==> src/e2g_mul.sv <==
// Shared 64x64 multiplier built from four 32x32 partial products.
module e2g_mul (
	input  logic         clk,
	input  logic         arst_n,
	input  logic         start,
	input  logic [63:0]  op_a,
	input  logic [63:0]  op_b,
	output logic         done,
	output logic [127:0] prod
);
	logic [63:0]  a_q, b_q;
	logic [127:0] acc_q;
	logic [1:0]   cnt_q;
	logic         busy_q, done_q;
	logic [31:0]  a_part, b_part;
	logic [63:0]  pp;
	logic [1:0]   pos;
	logic [127:0] pp_ext;

	// partial product for the current pair of halves
	always_comb begin
		a_part = cnt_q[1] ? a_q[63:32] : a_q[31:0];
		b_part = cnt_q[0] ? b_q[63:32] : b_q[31:0];
		pp = a_part * b_part;
		pos = {1'b0, cnt_q[1]} + {1'b0, cnt_q[0]};
		pp_ext = {64'd0, pp} << {pos, 5'd0};
	end

	// control
	always_ff @(posedge clk or negedge arst_n) begin
		if (!arst_n) begin
			cnt_q <= '0;
			busy_q <= 1'b0;
			done_q <= 1'b0;
		end else begin
			done_q <= 1'b0;
			if (start) begin
				cnt_q <= '0;
				busy_q <= 1'b1;
			end else if (busy_q) begin
				cnt_q <= cnt_q + 2'd1;
				if (cnt_q == 2'd3) begin
					busy_q <= 1'b0;
					done_q <= 1'b1;
				end
			end
		end
	end

	// operands and accumulator
	always_ff @(posedge clk) begin
		if (start) begin
			a_q <= op_a;
			b_q <= op_b;
			acc_q <= '0;
		end else if (busy_q) begin
			acc_q <= acc_q + pp_ext;
		end
	end

	assign done = done_q;
	assign prod = acc_q;
endmodule

==> config.mk <==
export PLATFORM = sky130hd
export DESIGN_NAME = e2g_mul
export DESIGN_NICKNAME = d
export VERILOG_FILES = /design/src/e2g_mul.sv
export SDC_FILE = /design/constraint.sdc
export NUM_CORES = 2
export LEC_CHECK = 0
export BUFFER_PORTS_ARGS = -buffer_cell sky130_fd_sc_hd__buf_2
export CAP_MARGIN = 20
export CORE_ASPECT_RATIO = 0.9
export CORE_UTILIZATION = 50
export CTS_CLUSTER_SIZE = 16
export DETAILED_ROUTE_END_ITERATION = 8
export PLACE_DENSITY = 0.66
export SLEW_MARGIN = 20
export SYNTH_ARGS = -nofsm -noshare
export SYNTH_HDL_FRONTEND = slang
export SYNTH_SLANG_ARGS = --single-unit
==> constraint.sdc <==
create_clock -name clk -period 27.5 [get_ports clk]
set_clock_uncertainty 0.2 [all_clocks]
set_input_delay 6.875 -clock clk [delete_from_list [all_inputs] [get_ports clk]]
set_output_delay 6.875 -clock clk [all_outputs]
set_load 0.1 [all_outputs]
Word-level counts from Yosys, hierarchy flattened
Cells that the tools add are included.

Register bits after elaboration: 260. Input port bits: 131. Logic and storage cells: 23.

Mux-type cells: 10. Equality and inequality tests: 1. Shifts and indexed selects: 1. Multipliers: 1. Add/sub/neg operators: 3. Reduce and logical (&&, ||, !) cells: 1.

Operators with widths (count): adder 128 bit (1); << shifter 64 x 7 -> 128 bit (1); multiplier 32 x 32 -> 64 bit (1); two-way mux 32 bit (2); two-way mux 1 bit (6); two-way mux 2 bit (2); adder 1 x 1 -> 2 bit (1); adder 2 x 1 -> 2 bit (second input constant) (1); == test 2 bit (second input constant) (1); nonzero test 2 bit (1).

Depth between registers and ports, before layout
Depth in word-level cells: 4. Gate-level depth with buffers: 47. Depth with buffers taken out: 42.

Worst setup path after synthesis
OpenSTA, ideal clock, no wires.

Path type: register to register. Start: register cnt_q[1]. End: register acc_q[116], in the netlist prod[116]. Cell stages (with the launch flop): 41. Path slack: 16165 ps. Arrival: 11006 ps. Clock period less this slack: 11335 ps. Buffers on the path: 4. Setup time: 129 ps. Cell sequence: dfrtp_1 > clkbuf_1 > clkbuf_1 > mux2i_1 > clkbuf_1 > nor2_1 > fa_1 > fa_1 > fa_1 > inv_1 > fa_1 > inv_1 > fa_1 > fa_1 > fa_1 > fa_1 > ha_1 > a21o_1 > (+5 left out) > and2_1 > o31ai_1 > a21boi_0 > xor2_1 > mux2_2 > nor2_1 > ha_1 > clkbuf_1 > nand4_1 > or4_1 > nor2_1 > nor4b_1 > o31ai_1 > nand2b_1 > a21oi_1 > o31ai_1 > xnor2_1 > o21ai_0.

Cells in the longest elaborated chain, start to end: 4. Elaborated cells on any way between the ends: 5. Those cells by class: add/sub: 2; mul: 1; shift: 1; mux: 1.

Ends and longest elaborated chain: start: declaration (line 13) `logic [1:0] cnt_q;`; start signal: assignment (line 41) `cnt_q <= cnt_q + 2'd1;`; two-way mux 32 bit (line 22) `a_part = cnt_q[1] ? a_q[63:32] : a_q[31:0];`; multiplier 32 x 32 -> 64 bit (line 24) `pp = a_part * b_part;`; << shifter 64 x 7 -> 128 bit (*) (line 26) `pp_ext = {64'd0, pp} << {pos, 5'd0};`; adder 128 bit (*) (line 57) `acc_q <= acc_q + pp_ext;`; end signal: assignment (line 57); end: declaration (line 12) `logic [127:0] acc_q;`.

Every way passes the cells marked *; elsewhere a longest branch is shown, timed or not. A chain may end at the register's enable or synchronous reset.

Worst setup path in the final report
Start: register cnt_q[1]. End: register acc_q[113], in the netlist prod[113].

The elaborated chain is that of the path after synthesis.

==> impl_metrics.tcl <==
set metrics [dict create \
    grt_pass1_wl_um 280000 \
    synth_nets 7261 \
    viasPerCell 6.02 \
    synth.most_common_cell "fa_1" \
    place_congestion 1.01 \
    final_max_slew_viol_count 0 \
    finalNonFillerCells 7275 \
    fin_crit_ps 14300 \
    ys_seq_area_share_pct 12.8 \
    core_sq_mm 0.100 \
    grt_pass1_vias 44059 \
    wirelength_um 189000 \
    numCtsBuffers 35 \
    io_pins 260 \
    post-cts-setup-buffers 0 \
    crit_fanout 41 \
    io_buffers 259 \
    cp.arrival_ps 14600 \
    hold_viol 0 \
    tns_ps 0 \
    period_share_pct 52.0 \
    path_clk_slew_ps 60 \
    synth_area_leaders "fa_1 (35%), ha_1 (9.6%), edfxtp_1 (7.6%)" \
    synthTopCellsByCount "fa_1 (897), inv_1 (895), nor2_1 (877)" \
    rsz0062_at_grt "false" \
    hold_path.class "reg -> reg" \
    clockRootBuffer "clkbuf_16" \
    nets 7327 \
    syn2layout_area_growth_pct 7.39 \
    setup_viol 0 \
    dr.pass1.iters 6 \
    wl_per_cell_um 26.0 \
    critPathSlowestCell "dfrtp_4" \
    cts_buffer_depth 3 \
    antenna_cells 0 \
    vias 43818 \
    cp-start-kind "flip-flop" \
    ys_types 101 \
    post_cts_resized 0 \
    crit_top_cell "fa_1" \
    syn_area_per_cell_sq_um 8.69 \
    yosysTopAreaCell "fa_1" \
    hold_buffers 0 \
    holdWs_ps 274 \
    die_x_um 338 \
    grt.total_usage_pct 37.1 \
    place_hpwl_um 150000 \
    gr-total-overflow 0 \
    drtAntennaViolNets 0 \
    clk_latency_ps 620 \
    slew_headroom_pct 16.6 \
    die_area_sq_mm 0.103 \
    synth_flop_cell "edfxtp_1" \
    yosysWarnings 0 \
    cts_htree_levels 2 \
    cts_tree "built" \
    final_util_pct 54.4 \
    status "completed" \
    ys_async_sr_fraction_pct 1.54 \
    drc 0 \
    start_util_pct 50.6 \
    chipHeight_um 304 \
    grt_max_degree 110 \
    synth_edf_count 128 \
    clock_sinks 260 \
    drive_gt1_share_pct 9.10 \
    cp.required_ps 27800 \
    synth_seq_cells 260 \
    timing.fmax_ghz 0.0699 \
    netlist.area_leader.share_pct 35.4 \
    syn_area_sq_mm 0.0508 \
    end_kind "flip-flop" \
    crit_type "reg -> reg" \
    syn_inst 5842 \
    slowest_delay_ps 830 \
    tightest_slew_ps 1230 \
    max_cap_viol_count 0 \
    rows 110 \
    antenna_found_initial 6 \
    drt_iter0_markers 4466 \
    numPlacedInstances 7215 \
]
final timing paths:
check	to	startpoint	cells after the start	slack, ps
hold reg to reg	prod[103]	prod[103]	2	270
setup reg to reg	prod[113]	cnt_q[1]	38	13200
setup / recovery	prod[113]	cnt_q[1]	38	13200
min in group asynchronous	done	arst_n	1	5890
hold / removal	prod[103]	prod[103]	2	270
max in group asynchronous	cnt_q[0]	arst_n	1	20970
layout make-up:
type,instances,area [sq um]
Clock buffer,49,971
Clock inverter,11,183
Fill cell,9353,45800
Inverter,897,3370
Multi-Input combinational cell,4376,39900
Sequential cell,260,6520
Tap cell,1344,1680
Timing Repair Buffer,338,1930
logic make-up after synthesis:
group / after synthesis / share of synthesized area (%)
AO/OA/AOI/OAI: 845 / 10.6
XOR/XNOR: 181 / 3.12
adder cells (fa/ha/maj): 1288 / 45.0
buffers and inverters: 1206 / 9.11
flip-flops: 260 / 12.8
multiplexers: 201 / 4.12
AND/OR/NAND/NOR: 1861 / 15.2
cell usage in the layout, fill, tap and decap left out, types with 37 or more instances in the layout:
master	n
mux2_2	66
nand2_1	668
buf_4	77
inv_1	895
edfxtp_1	128
and2_1	44
nor2_1	876
nand3_1	45
o21ai_0	177
ha_1	391
mux2i_2	38
dfxtp_1	128
a21oi_1	265
o21bai_1	43
nand4_1	74
xnor2_1	101
a21o_1	106
clkbuf_16	37
buf_2	258
fa_1	897
xor2_1	80
mux2i_1	90
per-layer routing:
metal,up-vias,GRT usage (%),share of wire [%]
met5,-,0,0.0090
met4,4,15.0,4.9
met3,482,9.95,13
met2,2645,52.8,41
met1,21927,53.2,41
li1,18760,-,-
critical path: cells and delay by family, from the launching register on:
kind | cells | cell delay (ps)
simple gates | 5 | 1000
mux | 2 | 760
buf+inv | 4 | 1290
fa+ha+maj | 10 | 4850
flops | 1 | 830
xor+xnor | 2 | 330
compound gates | 15 | 4830
per-stage QoR:
stage	cell area, sq um	setup WS [ps]
final	54500	13200
after floorplan	50800	16170
after global routing	54500	12670
after global placement	53400	13300
after CTS	54500	13430
after detailed placement	53400	13470
sequential cells by signal, indices dropped and copies added, names as in the netlist:
signal and cells:
prod 128, a_q 64, b_q 64, cnt_q 2
busy_q 1, done 1
Power is not shown: default switching activity piles up to over one toggle a cycle in this logic, so the estimate is an artifact.
