<file path="src/e2g_sqrt.sv">
// Shared integer square root of a 128-bit value, one root bit per cycle.
module e2g_sqrt (
	input  logic         clk,
	input  logic         arst_n,
	input  logic         start,
	input  logic [127:0] rad,
	output logic         done,
	output logic [63:0]  root
);
	logic [127:0] rad_q;
	logic [65:0]  rem_q;
	logic [63:0]  root_q;
	logic [5:0]   cnt_q;
	logic         busy_q, done_q;
	logic [67:0]  cur, trial, diff;
	logic         ge;

	// one digit step: bring down two bits, try (root << 2) | 1
	always_comb begin
		cur = {rem_q, rad_q[127:126]};
		trial = {2'b00, root_q, 2'b01};
		diff = cur - trial;
		ge = cur >= trial;
	end

	// control
	always_ff @(posedge clk or negedge arst_n) begin
		if (!arst_n) begin
			cnt_q <= '0;
			busy_q <= 1'b0;
			done_q <= 1'b0;
		end else begin
			done_q <= 1'b0;
			if (start) begin
				cnt_q <= '0;
				busy_q <= 1'b1;
			end else if (busy_q) begin
				cnt_q <= cnt_q + 6'd1;
				if (cnt_q == 6'd63) begin
					busy_q <= 1'b0;
					done_q <= 1'b1;
				end
			end
		end
	end

	// datapath
	always_ff @(posedge clk) begin
		if (start) begin
			rad_q <= rad;
			rem_q <= '0;
			root_q <= '0;
		end else if (busy_q) begin
			rad_q <= {rad_q[125:0], 2'b00};
			rem_q <= ge ? diff[65:0] : cur[65:0];
			root_q <= {root_q[62:0], ge};
		end
	end

	assign done = done_q;
	assign root = root_q;
endmodule

</file>
<file path="config.mk">
export PLATFORM = sky130hd
export DESIGN_NAME = e2g_sqrt
export DESIGN_NICKNAME = d
export VERILOG_FILES = /design/src/e2g_sqrt.sv
export SDC_FILE = /design/constraint.sdc
export NUM_CORES = 1
export LEC_CHECK = 0
export CAP_MARGIN = 10
export CORE_UTILIZATION = 60
export DETAILED_ROUTE_END_ITERATION = 6
export DONT_BUFFER_PORTS = 1
export PLACE_DENSITY = 0.76
export SLEW_MARGIN = 20
export SYNTH_ARGS = -nofsm -noshare
export SYNTH_HDL_FRONTEND = slang
export SYNTH_SLANG_ARGS = --single-unit
</file>
<file path="constraint.sdc">
create_clock -name clk -period 7.3 [get_ports clk]
set_input_delay 1.46 -clock clk [delete_from_list [all_inputs] [get_ports clk]]
set_output_delay 1.46 -clock clk [all_outputs]
set_load 0.02 [all_outputs]
</file>
Word-level counts from Yosys, hierarchy flattened --
Index checks and enable logic that the tools add are counted.
Storage, ports and cells: flip-flop bits (word level) 266, latch bits 0, bits in writable memories 0, ROM bits 0, input bits 131, output and inout port bits 65, memories kept 0
Cells by class: add/sub/neg operators 2, multipliers 0, divide/modulo/power cells 0, order comparisons 1, eq/ne operators 1, shift-type cells 0, mux-type cells 11, bitwise operators 0, reduce and logical (&&, ||, !) cells 1
Operators with widths (number):
- $mux 128 | 2
- $ge 68x66->1 | 1
- $mux 66 | 1
- $sub 66x66->66 | 1
- $mux 6 | 2
- $add 6x1->6 const B | 1
- $eq 6x6->1 const B | 1
- $mux 1 | 6
- $reduce_bool 2->1 | 1

Logic depth before layout (Yosys ltp) --
Gate-level depths: netlist of run 1.
word-level depth 4, depth in mapped cells 16, gate-level depth less buffers 12

Worst setup path after synthesis of run 1 --
Ideal clock, no wire load.
path kind in2reg, start point input start, end point register rad_q[0] (enable), setup time 0.480 ns, arrival 4.574 ns, data required time 6.820 ns, path slack 2.245 ns, cell stages on the path 4, path through clkbuf_1 > nor2_1 > clkbuf_1 > inv_1
Between the ends: longest elaborated chain between the ends 1
Ends and longest elaborated chain:
- start, declared | line 5 | input logic start,
- $reduce_bool 2->1 (no line)
- end signal, assigned | line 50 | rad_q <= rad;
- end signal, assigned | line 54 | rad_q <= {rad_q[125:0], 2'b00};
- end, declared | line 10 | logic [127:0] rad_q;
No other way between the ends. A chain may end at the register's enable or synchronous reset.

Worst setup path in the final report of run 1 --
start point register root_q[15], in the netlist root[15], end point register rem_q[47]
Between the ends: longest elaborated chain between the ends 2, elaborated cells between the ends (all ways) 3, classes of those cells 1 x add/sub; 1 x order compare; 1 x mux
Ends and longest elaborated chain:
- start, declared | line 12 | logic [63:0] root_q;
- start signal, assigned | line 56 | root_q <= {root_q[62:0], ge};
- $sub 66x66->66 / $ge 68x66->1 (equally long branches) | line 22, 23
- $mux 66 (*) | line 55 | rem_q <= ge ? diff[65:0] : cur[65:0];
- end signal, assigned | line 55
- end, declared | line 11 | logic [65:0] rem_q;
Mark *: on every way between the ends. The rest lies on a longest branch, timed or not.

==> results.md, run 1 <==
- Status: finished clean
- Drt first pass iters: 7
- Initial antenna violation count: 4
- Finished Layout Cells: 1797
- Total chip power: 6.960 mW
- R2R cell count: 12
- Setup crit start kind: register
- Longest Clk Path Bufs: 3
- Synthesized area: 15080 sq um
- Hold Buf Count CTS: 0
- First-pass GRT wire length: 54570 microns
- Slew Viols, Final: 0
- Pwr dens: 430.9 nW/um^2
- Via count: ~11000
- Detailed Route WL: 33490 microns
- Worst Skew: 0.02542 ns
- Met2 WL: 14950 microns
- WL/cell: 18.64 microns
- Worst-Skew Late Latency: 0.57 ns
- CP max FO: 36
- H-Tree Depth: 1
- Synth warn: 0
- RSZ-0062 raised after global routing: false
- RePlAce Congestion: 0.9434
- Cells along the critical path: inv_1 -> ha_1 -> nand4_1 -> nor3_1 -> o2111ai_1 -> nand2_1 -> a221o_1 -> o31a_1 -> a21o_2 -> buf_4 -> nand2_1 -> o221ai_1
- Area Growth Syn to Fin: 7.094%
- Yosys reg bits: roughly 270
- Via/cell ratio: 6.021
- CTS tree: yes
- Die Y: 160.5 microns
- Worst reg2reg setup slack: 2.45 ns
- Nets: 1647
- DR iter-0 viols: 576
- Clock period minus worst slack: between 4 and 5 ns
- Root Driver: clkbuf_16
- Final period util: 0.6648
- Top Layer Used: met5
- Setup Buffers After CTS: 0
- DRT met1 WL: 14290 microns
- HP Class: register to register
- Gr ovfl total: 0
- Setup_tns: 0 ns
- CP Data Required Time: 7.78 ns
- Initial core utilization: 0.6165
- Peak VDD IR: 221.4 uV
- DP HPWL: 23250 microns
- Largest net degree at the start of global routing: 246
- Routed Antenna Nets: 0
- Ports: 196
- Slew Limit Headroom: 0.3086
- Hold_sp: rem_q[44]
- Max Freq: 206.1 MHz
- Max Cap Violations: 0
- Inst Count DP: 1742
- Port buffer count: 0
- Most used cell, CP: nand2_1
- Hold slack: 0.4778 ns
- Worst-margin pin slew: 1.037 ns
- Most frequent cells in the layout: 172 x nor2_1, 130 x dfxtp_1, 128 x edfxtp_1, 126 x mux2_2, 101 x mux2i_1
- Cts bufs inserted: 29
- Cts repair resizes: 0
- Pleak: 6.799 nW
- CTS clk-pin slew, worst paths: 0.06 ns
- Sink Count: ~270
- Top cells by area, synth: edfxtp_1 25%, dfxtp_1 17%, mux2_2 9.4%, mux2i_1 6.7%, ha_1 5.6%
- Critical path capture point type: register
- Synth Area per Inst: between 10 and 15 sq um
- Most common cell after layout, fill and taps aside: nor2_1
- Hold path depth: 2
- Hold EP: rem_q[44]
- Area of the die: 25770 sq um
- WL met3: 3349 microns
- Crit path kind: register to register
- Remaining DRCs: 0
- Die Wd: 160.5 microns
- Worst path arrival time: 5.33 ns
- Synth Flop Type: dfxtp_1
- Cell taking the most area after synthesis: edfxtp_1
- FFs w/ async S/R, synth: 0.03008
- Critical path's largest stage delay: 0.78 ns
- EDFF count, synth: 128
- Num rows: 57
- Sequential area share after synthesis: 0.4407
- Critical path's slowest cell: a21o_2
- Synthesized Nets: approximately 1700
- Layout cells sized above 1: 0.1440
- Core area: 24460 sq um
- Final Hold Vio Count: 0
- Yosys top cell area share: 0.2549
- Reg2reg end: rem_q[47]
- Final setup viols: 0
- All-Layer GR Usage: 0.2597
- Synth unique cells: between 70 and 80
- Reg-to-reg startpoint: root[15]
- Cells after Synth: 1497
- Vias in the first global route: around 11000
## state kept, by name, indices dropped and copies added (netlist names)
register and cells:
root 64, busy_q 1, cnt_q 6, rad_q 128, rem_q 66, done 1
## final cells by class
type                    instances  area [sq um]
fillers                      1975          8312
clock buffers                  37         797.0
clock inverters                17         192.7
diodes                          1         2.502
flip-flops and latches        266          6650
repair buffers                  6         45.04
multi-input cells            1062          7740
well taps                     324         405.4
inverters                      84         317.8
## layer usage
metal	vias up	GRT usage
met2	351	0.4101
met5	-	0
met1	5072	0.3343
li1	5334	-
met4	4	0.07879
met3	58	0.09091
## synth_stat cells, types with 12 or more instances
library cell,count
a21oi_1,84
nand3_1,19
a211oi_1,43
mux2i_1,101
o21ai_0,54
nand2_1,84
ha_1,67
mux2_2,126
dfxtp_1,130
a31oi_1,12
clkbuf_1,57
o21bai_1,12
edfxtp_1,128
nand4_1,24
xnor2_1,37
inv_1,84
nor2_1,173
nor3_1,18
xor2_1,23
a21o_1,26
o21ai_1,19
## critical path: cells and delay by family (launching register included)
kind                     cells  cell delay [ns]
AO/OA/AOI/OAI                5             1.78
AND/OR/NAND/NOR              4             1.37
buffers and inverters        2             0.69
flip-flops                   1             0.48
adder cells (fa/ha/maj)      1             0.42
## power by group
group | switching, mW | internal, mW
combinational | 1.99 | 1.50
sequential | 0.154 | 1.81
clock | 0.624 | 0.888
## cells by family (layout without fill, tap and decap cells)
kind of cell | Yosys count | after routing | share of synthesized area
other cells | 0 | 1 | 0
fa+ha+maj | 67 | 67 | 0.05559
xor+xnor | 60 | 60 | 0.03485
buf+inv | 169 | 144 | 0.04679
compound gates | 329 | 329 | 0.1454
flops | 266 | 266 | 0.4407
mux | 228 | 228 | 0.1619
simple gates | 378 | 378 | 0.1147
## metrics by stage
step           cell area [sq um]  worst slack [ns]  utilization
6_report                   16150             2.447       0.6602
5_1_grt                    16150             2.207       0.6602
4_1_cts                    16140             2.503       0.6598
3_5_place_dp               15150             2.540       0.6194
3_3_place_gp               15150             2.807       0.6194
2_1_floorplan              15080             2.245            -
## worst max-delay path by stage
| stage | from | end | slack [ns] | cells past startpoint |
|---|---|---|---|---|
| 5_1_grt | root[14] | rem_q[47] | 2.21 | 12 |
| 3_5_place_dp | root[15] | rem_q[47] | 2.54 | 12 |
| 4_1_cts | root[15] | rem_q[47] | 2.50 | 12 |
| 3_3_place_gp | root[15] | rem_q[47] | 2.81 | 12 |
| 2_1_floorplan | start | rad_q[0] | 2.25 | 4 |
| 6_report | root[15] | rem_q[47] | 2.45 | 12 |
Power figures use the tool's default switching activity.
==> inputs of run 2 (changes only) <==
Clock period 7.3 ns to 4.7 ns, I/O delays scaled along.
==> run 2 against run 1 <==
Worst setup slack got worse by 1.8 ns. Clock skew grew 0.021 ns. Design area fell by 0.27%. Combinational power rose by 57%. Clock power up 46%. Sequential share of layout area grew 0.11 points. First-iteration DRC count is 43% higher.
==> results.md, run 2 (synthesized netlist as in run 1, its figures left out) <==
- DR iter-0 viols: 826
- Hold Buf Count CTS: 0
- RSZ-0062 raised after global routing: false
- Num rows: 57
- Most common cell after layout, fill and taps aside: nor2_1
- WL/cell: 19.15 microns
- Sink Count: 266
- Status: finished clean
- Area of the die: roughly 26000 sq um
- Drt first pass iters: 5
- # fillers: 1965
- Pleak: 6.779 nW
- CTS clk-pin slew, worst paths: 0.06 ns
- Initial antenna violation count: 3
- Setup_tns: 0 ns
- Worst-margin pin slew: between 1 and 1.5 ns
- Routed Antenna Nets: 0
- Initial core utilization: 0.6165
- Pwr dens: about 670 nW/um^2
- Setup crit start kind: register
- Critical path capture point type: register
- Slew Limit Headroom: 0.3324
- Remaining DRCs: 0
- Pre-CTS WS: 0.6256 ns
- Max Freq: 246.4 MHz
- Ports: 196
- Root Driver: clkbuf_16
- RePlAce Congestion: 0.9408
- Vias in the first global route: 10830
- First-pass GRT wire length: 55950 microns
- Final setup viols: 0
- Core area: 24460 sq um
- Port buffer count: 0
- Longest Clk Path Bufs: 3
- CTS tree: yes
- Nets: 1652
- Worst Skew: 0.04674 ns
- Crit path kind: register to register
- Detailed Route WL: 34460 microns
- Die Wd: ~160 microns
- Setup Buffers After CTS: 0
- Final period util: 0.8635
- Gr ovfl total: 0
- CP max FO: 22
- Layout cells sized above 1: 0.1431
- Worst path arrival time: 4.53 ns
- Largest net degree at the start of global routing: 246
- Max Cap Violations: 0
- Peak VDD IR: 345.3 uV
- All-Layer GR Usage: 0.2673
- DP HPWL: roughly 24000 microns
- Area Growth Syn to Fin: 6.803%
- Slew Viols, Final: 0
- Via count: 10970
- Via/cell ratio: slightly above 6
- Most frequent cells in the layout: 172 x nor2_1, 130 x dfxtp_1, 128 x edfxtp_1, 126 x mux2_2, 101 x mux2i_1
- Cts repair resizes: 0
- Die Y: about 160 microns
- Final Hold Vio Count: 0
- Cts bufs inserted: 28
- Worst-Skew Late Latency: a little under 0.6 ns
- Clock period minus worst slack: 4.058 ns
- Largest Register: rad_q
- Max reg flops: 128
- Setup ws final: 0.6415 ns
- H-Tree Depth: 1
- CP Data Required Time: 5.17 ns
- HP Class: primary input to async pin
-- run 2: area by class of cell --
class / instances / area (sq um) / area share
multi-input cells: 1062 / 7732 / 0.4801
diodes: 1 / 2.502 / 0.0001554
clock inverters: 12 / 136.4 / 0.008467
well taps: 324 / 405.4 / 0.02517
clock buffers: 39 / 772.0 / 0.04793
inverters: 84 / 317.8 / 0.01973
repair buffers: 12 / 90.09 / 0.005593
flip-flops and latches: 266 / 6650 / 0.4129
-- run 2: per-stage QoR --
step                total power [mW]  instances  area [sq um]  utilization  hold WS, ns
floorplan                      7.436       1497         15080            -       0.4415
global placement               8.363       1748         15200       0.6212       0.4574
detailed placement             8.462       1748         15200       0.6212       0.4637
CTS                            10.70       1799         16100       0.6583      0.06492
global route                   11.46       1799         16100       0.6583      0.06084
finish                         10.73       1800         16110       0.6584      0.07567
-- run 2: critical path: stages, from the launching register on --
cell and delay [ns]:
dfxtp_1 0.48, inv_1 0.10, ha_1 0.48, nand4_1 0.18, nor3_1 0.44, nand4_1 0.23
nor4_1 0.37, nor4b_1 0.12, o21ai_1 0.35, a21o_2 0.26, buf_4 0.36, mux2_1 0.38
a211oi_2 0.21
-- run 2: worst paths after layout --
kind,from,endpoint,slack [ns],depth (start not counted)
worst max-delay path,root[35],rem_q[24],0.64,12
worst min-delay path,arst_n,cnt_q[4],0.08,0
worst max register to register,root[35],rem_q[24],0.64,12
worst min register to register,rem_q[37],rem_q[37],0.47,2
max in group asynchronous,arst_n,busy_q,4.54,0
min in group clk,start,root[59],0.43,1
-- run 2: where the power goes --
part | leakage (nW) | switching [mW] | internal [mW] | total, mW
clock | 0.438 | 0.938 | 1.26 | 2.20
combinational | 3.81 | 3.14 | 2.35 | 5.49
sequential | 2.53 | 0.238 | 2.81 | 3.04
total | 6.78 | 4.31 | 6.41 | 10.7
-- run 2: per-layer routing --
layer	wire length [microns]	up-vias	track usage
met1	14440	5174	0.3382
met2	15880	377	0.4351
met5	13	-	0
met4	1029	2	0.08658
met3	3103	71	0.08264
li1	-	5342	-
==> inputs of run 3 (changes only) <==
Settings changed: CORE_UTILIZATION 60 to 40, PLACE_DENSITY 0.76 to default.
==> run 3 against run 2 <==
Highest routed layer unchanged. Cell count up 10%. Maximum frequency down 6.0%. Sequential power about the same. Clock skew down 0.0032 ns. Largest power group unchanged. Critical path type unchanged. Core utilization down 21 points.
==> results.md, run 3 (synthesized netlist as in run 1, its figures left out) <==
- Status: finished clean
- Remaining DRCs: 0
- Setup Buffers After CTS: 0
- Crit path kind: register to register
- Initial antenna violation count: 13
- Final setup viols: 0
- Core area: about 37000 sq um
- Via count: 10920
- Cts bufs inserted: 30
- Die Wd: between 150 and 200 microns
- Gr ovfl total: 0
- Max Freq: around 230 MHz
- Largest net degree at the start of global routing: 246
- Critical Path End: rem_q[58]
- Num rows: 70
- Via/cell ratio: 5.491
- Worst Skew: 0.04353 ns
- Crit path launch: root[35]
- Critical path capture point type: register
- Cts repair resizes: 0
- Hold Buf Count CTS: 0
- DP HPWL: roughly 25000 microns
- Pre-CTS WS: 0.2901 ns
- Layout cells sized above 1: 0.1454
- Pleak: 6.805 nW
- Routed Antenna Nets: 0
- Slew Limit Headroom: 0.3812
- Drt first pass iters: 7
- Port buffer count: 0
- Final Hold Vio Count: 0
- H-Tree Depth: 1
- WL/cell: 18.15 microns
- DR iter-0 viols: 695
- CP max FO: 20
- Worst-margin pin slew: 0.9282 ns
- Max reg flops: 128
- CP Data Required Time: 5.18 ns
- Root Driver: clkbuf_16
- R2R cell count: 12
- Sink Count: 266
- Die Y: slightly below 200 microns
- Area of the die: about 38000 sq um
- CTS tree: yes
- Worst reg2reg setup slack: 0.38 ns
- Ports: 196
- Setup ws final: about 0.38 ns
- Largest Register: rad_q
- Worst-Skew Late Latency: about 0.61 ns
- Final period util: 0.9183
- Fin util: 0.4445
- RePlAce Congestion: 0.8794
- Worst path arrival time: 4.80 ns
- Most common cell after layout, fill and taps aside: nor2_1
- Initial core utilization: 0.4090
- First-pass GRT wire length: around 58000 microns
- CTS clk-pin slew, worst paths: 0.06 ns
- HP Class: primary input to async pin
- Nets: between 1500 and 2000
- Vias in the first global route: 10780
- Setup crit start kind: register
- Slew Viols, Final: 0
- Total chip power: 10.80 mW
- Setup_tns: 0 ns
- Longest Clk Path Bufs: 3
- Clock period minus worst slack: 4.316 ns
- Most frequent cells in the layout: 172 x nor2_1, 130 x dfxtp_1, 128 x edfxtp_1, 126 x mux2_2, 101 x mux2i_1
- Reg2reg end: rem_q[58]
- Detailed Route WL: about 36000 microns
- All-Layer GR Usage: 0.1856
- Peak VDD IR: approximately 410 uV
- Reg-to-reg startpoint: root[35]
- RSZ-0062 raised after global routing: false
- Area Growth Syn to Fin: 8.679%
- Max Cap Violations: 0
- Pwr dens: 658.8 nW/um^2
- Hold slack: ~0.066 ns
run 3: cell types whose count changed in the layout (fill, tap and decap cells not counted), moves of 2 or more:
| cell | previous run | this run |
|---|---|---|
| buf_12 | 0 | 2 |
| clkbuf_16 | 28 | 30 |
| clkbuf_8 | 3 | 1 |
| clkinv_2 | 3 | 6 |
| diode_2 | 1 | 5 |
run 3: routing by layer:
layer	global-route usage	routed length, microns	part of all wire	up-vias
met5	0	92	0.0025	-
met4	0.04803	848	0.024	14
met3	0.07598	3302	0.092	65
met2	0.2904	15880	0.44	292
met1	0.2363	15960	0.44	5181
li1	-	-	-	5365
run 3: worst max-delay path, cell delays in order, from the launching register on:
cell and delay (ns):
dfxtp_1 0.50, inv_1 0.09, ha_1 0.46, nand4_1 0.19, nor3_1 0.54, nand4_1 0.27
nor4_1 0.39, nor4b_1 0.10, o21ai_1 0.33, a21o_2 0.52, nand2_1 0.32, a2111oi_0 0.42
nor3_1 0.09
run 3: worst min path at each step:
| stage | endpoint | slack (ns) | cells past startpoint |
|---|---|---|---|
| floorplan | rem_q[64] | 0.44 | 2 |
| finish | busy_q | 0.07 | 0 |
| global route | busy_q | 0.03 | 0 |
| global placement | rem_q[37] | 0.47 | 2 |
| detailed placement | rem_q[37] | 0.47 | 2 |
| CTS | cnt_q[0] | 0.03 | 0 |
run 3: where the power goes:
part           total, mW  leakage [nW]  internal (mW)  switching (mW)
clock               2.22         0.447           1.24           0.977
sequential          3.04          2.53           2.81           0.234
combinational       5.54          3.83           2.39            3.15
run 3: through the flow:
step,instances,cell area (sq um)
after floorplan,1497,15080
after global placement,1929,15450
after detailed placement,1929,15450
after CTS,1983,16380
after global routing,1985,16380
final,1988,16390
run 3: area by class of cell:
type	count	area, sq um
Antenna cell	5	12.51
Clock buffer	38	790.8
Multi-Input combinational cell	1062	7732
Fill cell	3527	20480
Tap cell	504	630.6
Timing Repair Buffer	13	122.6
Sequential cell	266	6650
Inverter	84	317.8
Clock inverter	16	132.6
